[src/rtl/sha1_pkg.sv]
// shared constants, types and round functions of the sha-1 stream hasher
// no dependencies; used by the controller, the datapath and the top level
`default_nettype none

package sha1_pkg;

    localparam int FILL_W   = 6;
    localparam int LEN_W    = 61;
    localparam int CNT_W    = 7;
    localparam int IDX_W    = 3;
    localparam int NUM_WRDS = 5;

    localparam logic [FILL_W-1:0] FILL_LAST = 6'd63;
    localparam logic [FILL_W-1:0] FILL_LEN  = 6'd56;
    localparam logic [CNT_W-1:0]  RND_LAST  = 7'd79;
    localparam logic [IDX_W-1:0]  LEN_LAST  = 3'd7;
    localparam logic [IDX_W-1:0]  WRD_LAST  = 3'd4;

    localparam logic [7:0] PAD_BYTE = 8'h80;

    localparam logic [31:0] H_INIT [NUM_WRDS] = '{
        32'h67452301, 32'hEFCDAB89, 32'h98BADCFE, 32'h10325476, 32'hC3D2E1F0
    };

    localparam logic [31:0] K_0 = 32'h5A827999;
    localparam logic [31:0] K_1 = 32'h6ED9EBA1;
    localparam logic [31:0] K_2 = 32'h8F1BBCDC;
    localparam logic [31:0] K_3 = 32'hCA62C1D6;

    // source of the byte shifted into the block window
    typedef enum logic [1:0] {
        BSEL_IN,
        BSEL_PAD,
        BSEL_ZERO,
        BSEL_LEN
    } t_byte_sel;

    // round group: 0..19, 20..39, 40..59, 60..79
    typedef enum logic [1:0] {
        PH_CH,
        PH_PAR1,
        PH_MAJ,
        PH_PAR2
    } t_phase;

    typedef struct packed {
        logic             push;
        t_byte_sel        bsel;
        logic [IDX_W-1:0] idx;
        logic             count;
        logic             load;
        logic             round;
        logic [CNT_W-1:0] round_idx;
        logic             finish;
        logic             init;
    } t_dp_cmd;

    typedef struct packed {
        logic [FILL_W-1:0] fill;
    } t_dp_sts;

    function automatic t_phase sha1_phase(input logic [CNT_W-1:0] t);
        t_phase ph;
        if (t < 7'd20) begin
            ph = PH_CH;
        end else if (t < 7'd40) begin
            ph = PH_PAR1;
        end else if (t < 7'd60) begin
            ph = PH_MAJ;
        end else begin
            ph = PH_PAR2;
        end
        return ph;
    endfunction

    function automatic logic [31:0] sha1_f(input t_phase ph, input logic [31:0] b,
                                           input logic [31:0] c, input logic [31:0] d);
        logic [31:0] f;
        unique case (ph)
            PH_CH:   f = (b & c) | (~b & d);
            PH_MAJ:  f = (b & c) | (b & d) | (c & d);
            default: f = b ^ c ^ d;
        endcase
        return f;
    endfunction

    function automatic logic [31:0] sha1_k(input t_phase ph);
        logic [31:0] k;
        unique case (ph)
            PH_CH:   k = K_0;
            PH_PAR1: k = K_1;
            PH_MAJ:  k = K_2;
            default: k = K_3;
        endcase
        return k;
    endfunction

endpackage

`default_nettype wire

[src/rtl/sha1_if.sv]
// valid/ready channel interfaces for message bytes and digest words
// no dependencies
`default_nettype none

interface sha1_msg_if;
    logic       valid;
    logic       ready;
    logic [7:0] data_byte;
    logic       byte_valid;
    logic       end_of_message;

    modport source (output valid, data_byte, byte_valid, end_of_message, input ready);
    modport sink   (input valid, data_byte, byte_valid, end_of_message, output ready);
endinterface

interface sha1_dig_if;
    logic        valid;
    logic        ready;
    logic [31:0] digest_word;
    logic [2:0]  word_index;
    logic        last_word;

    modport source (output valid, digest_word, word_index, last_word, input ready);
    modport sink   (input valid, digest_word, word_index, last_word, output ready);
endinterface

`default_nettype wire

[src/rtl/sha1_dp.sv]
// sha-1 datapath: chaining words, 512-bit block window, round logic, counters
// depends on sha1_pkg
`default_nettype none

module sha1_dp (
    input  logic                         i_clk,
    input  logic                         i_rst_n,
    input  sha1_pkg::t_dp_cmd            i_cmd,
    input  logic [7:0]                   i_data_byte,
    output sha1_pkg::t_dp_sts            o_sts,
    output logic [31:0]                  o_digest_word
);
    import sha1_pkg::*;

    logic [31:0]       r_h [NUM_WRDS];
    logic [31:0]       r_a, r_b, r_c, r_d, r_e;
    logic [511:0]      r_win;
    logic [FILL_W-1:0] r_fill;
    logic [LEN_W-1:0]  r_len;

    logic [63:0]  w_bits;
    logic [5:0]   w_sh;
    logic [7:0]   w_len_byte;
    logic [7:0]   w_byte;
    logic [31:0]  w_w0;
    logic [31:0]  w_sched;
    logic [31:0]  w_nx;
    t_phase       w_ph;

    // big-endian bit length, byte idx 0 first
    assign w_bits     = {r_len, 3'b000};
    assign w_sh       = {~i_cmd.idx, 3'b000};
    assign w_len_byte = w_bits[w_sh +: 8];

    always_comb begin
        unique case (i_cmd.bsel)
            BSEL_IN:   w_byte = i_data_byte;
            BSEL_PAD:  w_byte = PAD_BYTE;
            BSEL_ZERO: w_byte = 8'h00;
            BSEL_LEN:  w_byte = w_len_byte;
        endcase
    end

    // message schedule taps: w[t], w[t+2], w[t+8], w[t+13]
    assign w_w0    = r_win[511:480];
    assign w_sched = {w_w0 ^ r_win[447:416] ^ r_win[255:224] ^ r_win[95:64]} << 1
                   | {31'd0, w_w0[31] ^ r_win[447] ^ r_win[255] ^ r_win[95]};

    // one compression round
    assign w_ph = sha1_phase(i_cmd.round_idx);
    assign w_nx = {r_a[26:0], r_a[31:27]} + sha1_f(w_ph, r_b, r_c, r_d)
                + r_e + sha1_k(w_ph) + w_w0;

    // chaining words and counters
    always_ff @(posedge i_clk) begin
        if (!i_rst_n) begin
            for (int i = 0; i < NUM_WRDS; i++) begin
                r_h[i] <= H_INIT[i];
            end
            r_fill <= '0;
            r_len  <= '0;
        end else if (i_cmd.init) begin
            for (int i = 0; i < NUM_WRDS; i++) begin
                r_h[i] <= H_INIT[i];
            end
            r_fill <= '0;
            r_len  <= '0;
        end else begin
            if (i_cmd.finish) begin
                r_h[0] <= r_h[0] + r_a;
                r_h[1] <= r_h[1] + r_b;
                r_h[2] <= r_h[2] + r_c;
                r_h[3] <= r_h[3] + r_d;
                r_h[4] <= r_h[4] + r_e;
            end
            if (i_cmd.push) begin
                r_fill <= r_fill + 6'd1;
            end
            if (i_cmd.count) begin
                r_len <= r_len + 61'd1;
            end
        end
    end

    // block window and working variables
    always_ff @(posedge i_clk) begin
        if (i_cmd.push) begin
            r_win <= {r_win[503:0], w_byte};
        end else if (i_cmd.round) begin
            r_win <= {r_win[479:0], w_sched};
        end
        if (i_cmd.load) begin
            r_a <= r_h[0];
            r_b <= r_h[1];
            r_c <= r_h[2];
            r_d <= r_h[3];
            r_e <= r_h[4];
        end else if (i_cmd.round) begin
            r_a <= w_nx;
            r_b <= r_a;
            r_c <= {r_b[1:0], r_b[31:2]};
            r_d <= r_c;
            r_e <= r_d;
        end
    end

    assign o_sts.fill    = r_fill;
    assign o_digest_word = r_h[i_cmd.idx];

endmodule

`default_nettype wire

[src/rtl/sha1_ctrl.sv]
// sha-1 controller: byte intake, padding sequence, round count, digest output
// depends on sha1_pkg
`default_nettype none

module sha1_ctrl (
    input  logic                         i_clk,
    input  logic                         i_rst_n,
    input  logic                         i_in_valid,
    input  logic                         i_byte_valid,
    input  logic                         i_end_of_message,
    output logic                         o_in_ready,
    output logic                         o_out_valid,
    input  logic                         i_out_ready,
    output logic [sha1_pkg::IDX_W-1:0]   o_word_index,
    output logic                         o_last_word,
    input  sha1_pkg::t_dp_sts            i_sts,
    output sha1_pkg::t_dp_cmd            o_cmd
);
    import sha1_pkg::*;

    localparam logic [2:0] ST_IDLE = 3'd0;
    localparam logic [2:0] ST_PAD  = 3'd1;
    localparam logic [2:0] ST_ZERO = 3'd2;
    localparam logic [2:0] ST_LEN  = 3'd3;
    localparam logic [2:0] ST_COMP = 3'd4;
    localparam logic [2:0] ST_FIN  = 3'd5;
    localparam logic [2:0] ST_EMIT = 3'd6;

    logic [2:0]       r_state, n_state;
    logic [2:0]       r_ret,   n_ret;
    logic [CNT_W-1:0] r_cnt,   n_cnt;
    logic             w_full;

    assign w_full = (i_sts.fill == FILL_LAST);

    // next state and datapath commands
    always_comb begin
        n_state         = r_state;
        n_ret           = r_ret;
        n_cnt           = r_cnt;
        o_cmd           = '0;
        o_cmd.bsel      = BSEL_IN;
        o_cmd.idx       = r_cnt[IDX_W-1:0];
        o_cmd.round_idx = r_cnt;
        o_in_ready      = 1'b0;
        o_out_valid     = 1'b0;
        unique case (r_state)
            ST_IDLE: begin
                o_in_ready = 1'b1;
                if (i_in_valid) begin
                    if (i_byte_valid) begin
                        o_cmd.push  = 1'b1;
                        o_cmd.count = 1'b1;
                    end
                    if (i_byte_valid && w_full) begin
                        o_cmd.load = 1'b1;
                        n_state    = ST_COMP;
                        n_cnt      = '0;
                        n_ret      = i_end_of_message ? ST_PAD : ST_IDLE;
                    end else if (i_end_of_message) begin
                        n_state = ST_PAD;
                    end
                end
            end
            ST_PAD: begin
                o_cmd.push = 1'b1;
                o_cmd.bsel = BSEL_PAD;
                if (w_full) begin
                    o_cmd.load = 1'b1;
                    n_state    = ST_COMP;
                    n_cnt      = '0;
                    n_ret      = ST_ZERO;
                end else begin
                    n_state = ST_ZERO;
                end
            end
            ST_ZERO: begin
                if (i_sts.fill == FILL_LEN) begin
                    n_state = ST_LEN;
                    n_cnt   = '0;
                end else begin
                    o_cmd.push = 1'b1;
                    o_cmd.bsel = BSEL_ZERO;
                    if (w_full) begin
                        o_cmd.load = 1'b1;
                        n_state    = ST_COMP;
                        n_cnt      = '0;
                        n_ret      = ST_ZERO;
                    end
                end
            end
            ST_LEN: begin
                o_cmd.push = 1'b1;
                o_cmd.bsel = BSEL_LEN;
                n_cnt      = r_cnt + 7'd1;
                // last length byte always closes the block
                if (r_cnt[IDX_W-1:0] == LEN_LAST) begin
                    o_cmd.load = 1'b1;
                    n_state    = ST_COMP;
                    n_cnt      = '0;
                    n_ret      = ST_EMIT;
                end
            end
            ST_COMP: begin
                o_cmd.round = 1'b1;
                n_cnt       = r_cnt + 7'd1;
                if (r_cnt == RND_LAST) begin
                    n_state = ST_FIN;
                end
            end
            ST_FIN: begin
                o_cmd.finish = 1'b1;
                n_state      = r_ret;
                n_cnt        = '0;
            end
            ST_EMIT: begin
                o_out_valid = 1'b1;
                if (i_out_ready) begin
                    if (r_cnt[IDX_W-1:0] == WRD_LAST) begin
                        o_cmd.init = 1'b1;
                        n_state    = ST_IDLE;
                        n_cnt      = '0;
                    end else begin
                        n_cnt = r_cnt + 7'd1;
                    end
                end
            end
            default: begin
                n_state = ST_IDLE;
                n_cnt   = '0;
            end
        endcase
    end

    // state registers
    always_ff @(posedge i_clk) begin
        if (!i_rst_n) begin
            r_state <= ST_IDLE;
            r_ret   <= ST_IDLE;
            r_cnt   <= '0;
        end else begin
            r_state <= n_state;
            r_ret   <= n_ret;
            r_cnt   <= n_cnt;
        end
    end

    assign o_word_index = r_cnt[IDX_W-1:0];
    assign o_last_word  = (r_cnt[IDX_W-1:0] == WRD_LAST);

endmodule

`default_nettype wire

[src/rtl/sha1_stream_hasher.sv]
// sha-1 stream hasher top level: joins controller and datapath to the channels
// depends on sha1_pkg, sha1_if, sha1_ctrl, sha1_dp
//
//  channel  dir  payload                                   transfer
//  i_msg    in   data_byte[7:0] byte_valid end_of_message  valid & ready
//  o_dig    out  digest_word[31:0] word_index[2:0] last_word valid & ready
//
// a full 64-byte block runs 80 rounds on the single round unit, then folds
// into the chaining words; an end item pads one byte per cycle, paused
// while a block compresses, to byte 56 (then a check step), appends 8
// length bytes and compresses (twice if the pad crosses a block)
// 5 digest words follow, one per cycle while o_dig.ready stays high
// sync active-low reset; no bytes taken while busy or while words wait
`default_nettype none

module sha1_stream_hasher (
    input  logic              i_clk,
    input  logic              i_rst_n,
    sha1_msg_if.sink          i_msg,
    sha1_dig_if.source        o_dig
);
    import sha1_pkg::*;

    t_dp_cmd w_cmd;
    t_dp_sts w_sts;

    sha1_ctrl u_ctrl (
        .i_clk            (i_clk),
        .i_rst_n          (i_rst_n),
        .i_in_valid       (i_msg.valid),
        .i_byte_valid     (i_msg.byte_valid),
        .i_end_of_message (i_msg.end_of_message),
        .o_in_ready       (i_msg.ready),
        .o_out_valid      (o_dig.valid),
        .i_out_ready      (o_dig.ready),
        .o_word_index     (o_dig.word_index),
        .o_last_word      (o_dig.last_word),
        .i_sts            (w_sts),
        .o_cmd            (w_cmd)
    );

    sha1_dp u_dp (
        .i_clk         (i_clk),
        .i_rst_n       (i_rst_n),
        .i_cmd         (w_cmd),
        .i_data_byte   (i_msg.data_byte),
        .o_sts         (w_sts),
        .o_digest_word (o_dig.digest_word)
    );

endmodule

`default_nettype wire

[src/flat_wrapper.sv]
// flat-port wrapper written by rule: the top's interface ports become plain ports
module sha1_stream_hasher_flat import sha1_pkg::*;
  (i_clk, i_rst_n, i_msg_valid, i_msg_data_byte, i_msg_byte_valid, i_msg_end_of_message, i_msg_ready, o_dig_valid, o_dig_digest_word, o_dig_word_index, o_dig_last_word, o_dig_ready);
  sha1_msg_if i_msg_i ();
  sha1_dig_if o_dig_i ();
  input  logic i_clk;
  input  logic i_rst_n;
  input wire logic [$bits(i_msg_i.valid)-1:0] i_msg_valid;
  input wire logic [$bits(i_msg_i.data_byte)-1:0] i_msg_data_byte;
  input wire logic [$bits(i_msg_i.byte_valid)-1:0] i_msg_byte_valid;
  input wire logic [$bits(i_msg_i.end_of_message)-1:0] i_msg_end_of_message;
  output wire logic [$bits(i_msg_i.ready)-1:0] i_msg_ready;
  output wire logic [$bits(o_dig_i.valid)-1:0] o_dig_valid;
  output wire logic [$bits(o_dig_i.digest_word)-1:0] o_dig_digest_word;
  output wire logic [$bits(o_dig_i.word_index)-1:0] o_dig_word_index;
  output wire logic [$bits(o_dig_i.last_word)-1:0] o_dig_last_word;
  input wire logic [$bits(o_dig_i.ready)-1:0] o_dig_ready;
  assign i_msg_i.valid = i_msg_valid;
  assign i_msg_i.data_byte = i_msg_data_byte;
  assign i_msg_i.byte_valid = i_msg_byte_valid;
  assign i_msg_i.end_of_message = i_msg_end_of_message;
  assign i_msg_ready = i_msg_i.ready;
  assign o_dig_valid = o_dig_i.valid;
  assign o_dig_digest_word = o_dig_i.digest_word;
  assign o_dig_word_index = o_dig_i.word_index;
  assign o_dig_last_word = o_dig_i.last_word;
  assign o_dig_i.ready = o_dig_ready;
  sha1_stream_hasher u_core (.i_clk(i_clk), .i_rst_n(i_rst_n), .i_msg(i_msg_i), .o_dig(o_dig_i));
endmodule
[config.mk]
export PLATFORM = sky130hd
export DESIGN_NAME = sha1_stream_hasher_flat
export DESIGN_NICKNAME = d
export VERILOG_FILES = /design/src/rtl/sha1_pkg.sv /design/src/rtl/sha1_if.sv /design/src/rtl/sha1_dp.sv /design/src/rtl/sha1_ctrl.sv /design/src/rtl/sha1_stream_hasher.sv /design/src/flat_wrapper.sv
export SDC_FILE = /design/constraint.sdc
export NUM_CORES = 2
export LEC_CHECK = 0
export BUFFER_PORTS_ARGS = -buffer_cell sky130_fd_sc_hd__buf_2
export CAP_MARGIN = 20
export CORE_MARGIN = 1.5
export CORE_UTILIZATION = 57
export CTS_CLUSTER_SIZE = 16
export DETAILED_ROUTE_END_ITERATION = 16
export PLACE_DENSITY = 0.72
export SYNTH_ARGS = -nofsm -noshare
export SYNTH_HDL_FRONTEND = slang
export SYNTH_SLANG_ARGS = --single-unit
[constraint.sdc]
create_clock -name i_clk -period 82 [get_ports i_clk]
set_input_delay 8.2 -clock i_clk [delete_from_list [all_inputs] [get_ports i_clk]]
set_output_delay 8.2 -clock i_clk [all_outputs]
set_load 0.02 [all_outputs]
==> summary.txt <==
Critical path
  • Largest stage delay on the critical path: 900 ps
  • Critical Path AT: 12330 ps
  • Critical Path Start: i_msg_valid
  • Setup crit start kind: primary input
  • Setup CP Type: primary input to register
  • Crit-path cells: buf_2 -> nand3_1 -> and2_4 -> o21ai_4 -> buf_4 -> buf_4 -> buf_4
  • Critical path peak fanout: 96
  • Req. time, crit path: 82290 ps
  • CP dominant cell by count: buf_4
  • Critical Path Stages: 7
  • FF-to-FF Start: u_core.u_ctrl.r_cnt[2]
  • R2R depth: 22
  • Crit path max-delay family: buffers and inverters
  • Crit. End Element: register
  • WP buf/inv: 4
  • Worst path slowest cell: buf_4

Power
  • Leak: 0.02348 µW
  • PwrDens: 29.17 mW/mm²
  • Design Power: 1680 µW
  • VDD IR max: 24.96 µV

Clock tree
  • Clock sink count: 915
  • Max Buffers Root-to-Sink: 3
  • CTS Buf Count: 100
  • Post-CTS Setup Bufs: 0
  • Root buf cell: clkbuf_16
  • CTS Hold Bufs: 0
  • Clock transition at path regs: 60 ps
  • Worst-Skew Late Latency: 690 ps
  • # resized after CTS: 0
  • CTS tree: built
  • H-tree Lvls: 3

Drt
  • DR vias: 38870
  • Avg WL per Cell: 19.51 µm
  • DRC viols: 0
  • WL met1: 56480 µm
  • 1st-iter DRT viols: 3936
  • Max Used Layer: met5
  • Wire length on met3: 8380 µm
  • Final WL: 131100 µm
  • Avg Vias per Cell: 5.784
  • Met2 wire len: 62250 µm
  • DRT antenna net count: 0
  • First-pass DRT Iterations: 6

STA
  • Period utilization: 0.1468
  • Final hold vios: 0
  • Clk_skew: 19.99 ps
  • Tightest Pin Transition: 1173 ps
  • Final TNS setup: 0 ps
  • Max transition margin: 0.2179
  • RSZ-0062 raised after global routing: false
  • Max-slew violation count: 0
  • Minimum clock period: 12040 ps
  • Final setup fails: 0
  • Fmax: 83.08 MHz

Cells and area
  • Reg area: 0.02665 mm²
  • Layout Utilization: 0.6273
  • Multi-input logic area: 0.02434 mm²
  • Layout cells sized above 1: 0.06720
  • Layout area overhead: 8.782%
  • Fill cells: 7418
  • Fin nets: 5736

Floorplan
  • Core area: 0.09180 mm²
  • Chip height: 307.8 µm
  • Starting Density: 0.5767
  • Die width: 307.8 µm
  • Die Area: 0.09472 mm²
  • IO Count: 52
  • Std cell rows: 111

Global routing
  • Initial antenna violation count: 2
  • Global Route Usage Sum: 0.2770
  • Largest net degree at the start of global routing: 240
  • First-pass GRT wire length: 205600 µm
  • Total grt overflow: 0
  • Vias in the first global route: 37070

Hold path
  • Worst min-delay path class: register to register
  • Hold Crit Depth: 2
  • Worst Min Path Start: u_core.u_ctrl.r_ret[2]

Yosys
  • Net count after synthesis: 5768
  • Post-synth EDFFs: 832
  • Post-synth top cells: nand2_1, edfxtp_1, inv_1
  • Netlist Area Pre-Place: 0.05294 mm²
  • Syn Inst Count: 5425
  • Distinct cell type count after synthesis: 84
  • Most frequent cell after synthesis: nand2_1
  • Synthesized flop and latch total: 915
  • Register area share after synthesis: 0.5033
  • Synth warn: 0
  • Top-area cell type share of the netlist area: 0.4719
  • Post-synth top area cell: edfxtp_1
  • Syn Area/Cell: 9.759 µm²
  • Synth async-reset ratio: 0
  • Area contributors post-synth: edfxtp_1, nand2_1, ha_1
  • Predominant post-synthesis flop cell: edfxtp_1

Placement
  • Final GP Congestion: 0.9488
  • Port Buffers: 51
  • Placed wire-length estimate: 90860 µm

Run
  • Maxcap violations: 0

Outcome
  • Status: finished, final reports clean
==> layout make-up <==
type | instances | share of cell area
Tap cell | 1243 | 0.02700
Sequential cell | 915 | 0.4627
Antenna cell | 1 | 0.00004345
Inverter | 313 | 0.02040
Timing Repair Buffer | 88 | 0.01025
Clock buffer | 128 | 0.04675
Multi-Input combinational cell | 3975 | 0.4226
Clock inverter | 57 | 0.01023
==> per-stage QoR <==
| stage | hold slack [ps] | std cells | worst slack, ps | area [µm²] |
|---|---|---|---|---|
| 2_1_floorplan | 427.2 | 5425 | 43530 | 52940 |
| 3_3_place_gp | 438.2 | 6531 | 69180 | 54250 |
| 3_5_place_dp | 448.3 | 6532 | 69170 | 54260 |
| 4_1_cts | 457.2 | 6717 | 69890 | 57540 |
| 5_1_grt | 468.8 | 6720 | 69660 | 57590 |
| 6_report | 455.0 | 6720 | 69960 | 57590 |
==> kinds of logic (layout without fill, tap and decap cells) <==
group	after synthesis	in the layout	synth area share
AO/OA/AOI/OAI	827	827	0.09860
XOR/XNOR	296	296	0.04897
adder cells (fa/ha/maj)	330	330	0.09567
buffers and inverters	535	586	0.03850
flip-flops	915	915	0.5033
multiplexers	88	88	0.02819
other	0	1	0
AND/OR/NAND/NOR	2434	2434	0.1868
==> tightest hold or removal path, stage by stage, from the launching register on <==
cell	delay, ps
dfxtp_1	300
inv_1	60
a21oi_1	50
==> power by group <==
| part | internal, µW | total (µW) | switching, µW |
|---|---|---|---|
| registers | 677 | 756 | 78.9 |
| logic | 173 | 468 | 295 |
| clock network | 262 | 456 | 194 |
==> cells in the final DEF, fill, tap and decap left out, types with 35 or more instances in the layout <==
master | netlist | final
buf_2 | 3 | 51
mux4_2 | 45 | 45
a21oi_1 | 165 | 165
nor2_1 | 220 | 220
ha_1 | 204 | 204
dfxtp_1 | 83 | 80
nand3_1 | 57 | 56
mux2_2 | 39 | 39
o21ai_0 | 302 | 300
and3_1 | 37 | 36
clkbuf_16 | 0 | 102
xnor2_1 | 168 | 168
nor3_1 | 35 | 35
a221oi_1 | 35 | 35
fa_1 | 125 | 125
nand2_1 | 1917 | 1915
edfxtp_1 | 832 | 832
xor2_1 | 128 | 128
inv_1 | 312 | 312
a21o_1 | 107 | 106
==> sequential cells by signal, summed over array words and instances (netlist names), named ones only <==
signal and cells:
u_core.u_ctrl.r_ret 3, u_core.u_dp.r_c 32, u_core.u_dp.r_e 32, u_core.u_dp.r_h 160
u_core.u_dp.r_a 32, u_core.u_dp.r_win 512, u_core.u_dp.r_d 32, u_core.u_ctrl.r_state 3
u_core.u_dp.r_len 61, u_core.u_dp.o_sts 6, u_core.u_dp.r_b 32, u_core.u_ctrl.r_cnt 7
==> layer usage <==
layer,vias to the layer above,global-route usage
li1,18450,-
met1,19010,0.3865
met2,1189,0.4498
met3,216,0.03813
met4,2,0.08810
met5,-,0
==> final timing paths <==
kind	to	slack, ps
min	u_core.u_ctrl.r_ret[2]	460
min reg2reg	u_core.u_ctrl.r_ret[2]	460
max reg2reg	u_core.u_dp.r_a[31]	74380
max	u_core.u_dp.r_win[333]	69960
No activity file was read; power rests on OpenSTA's default activity.
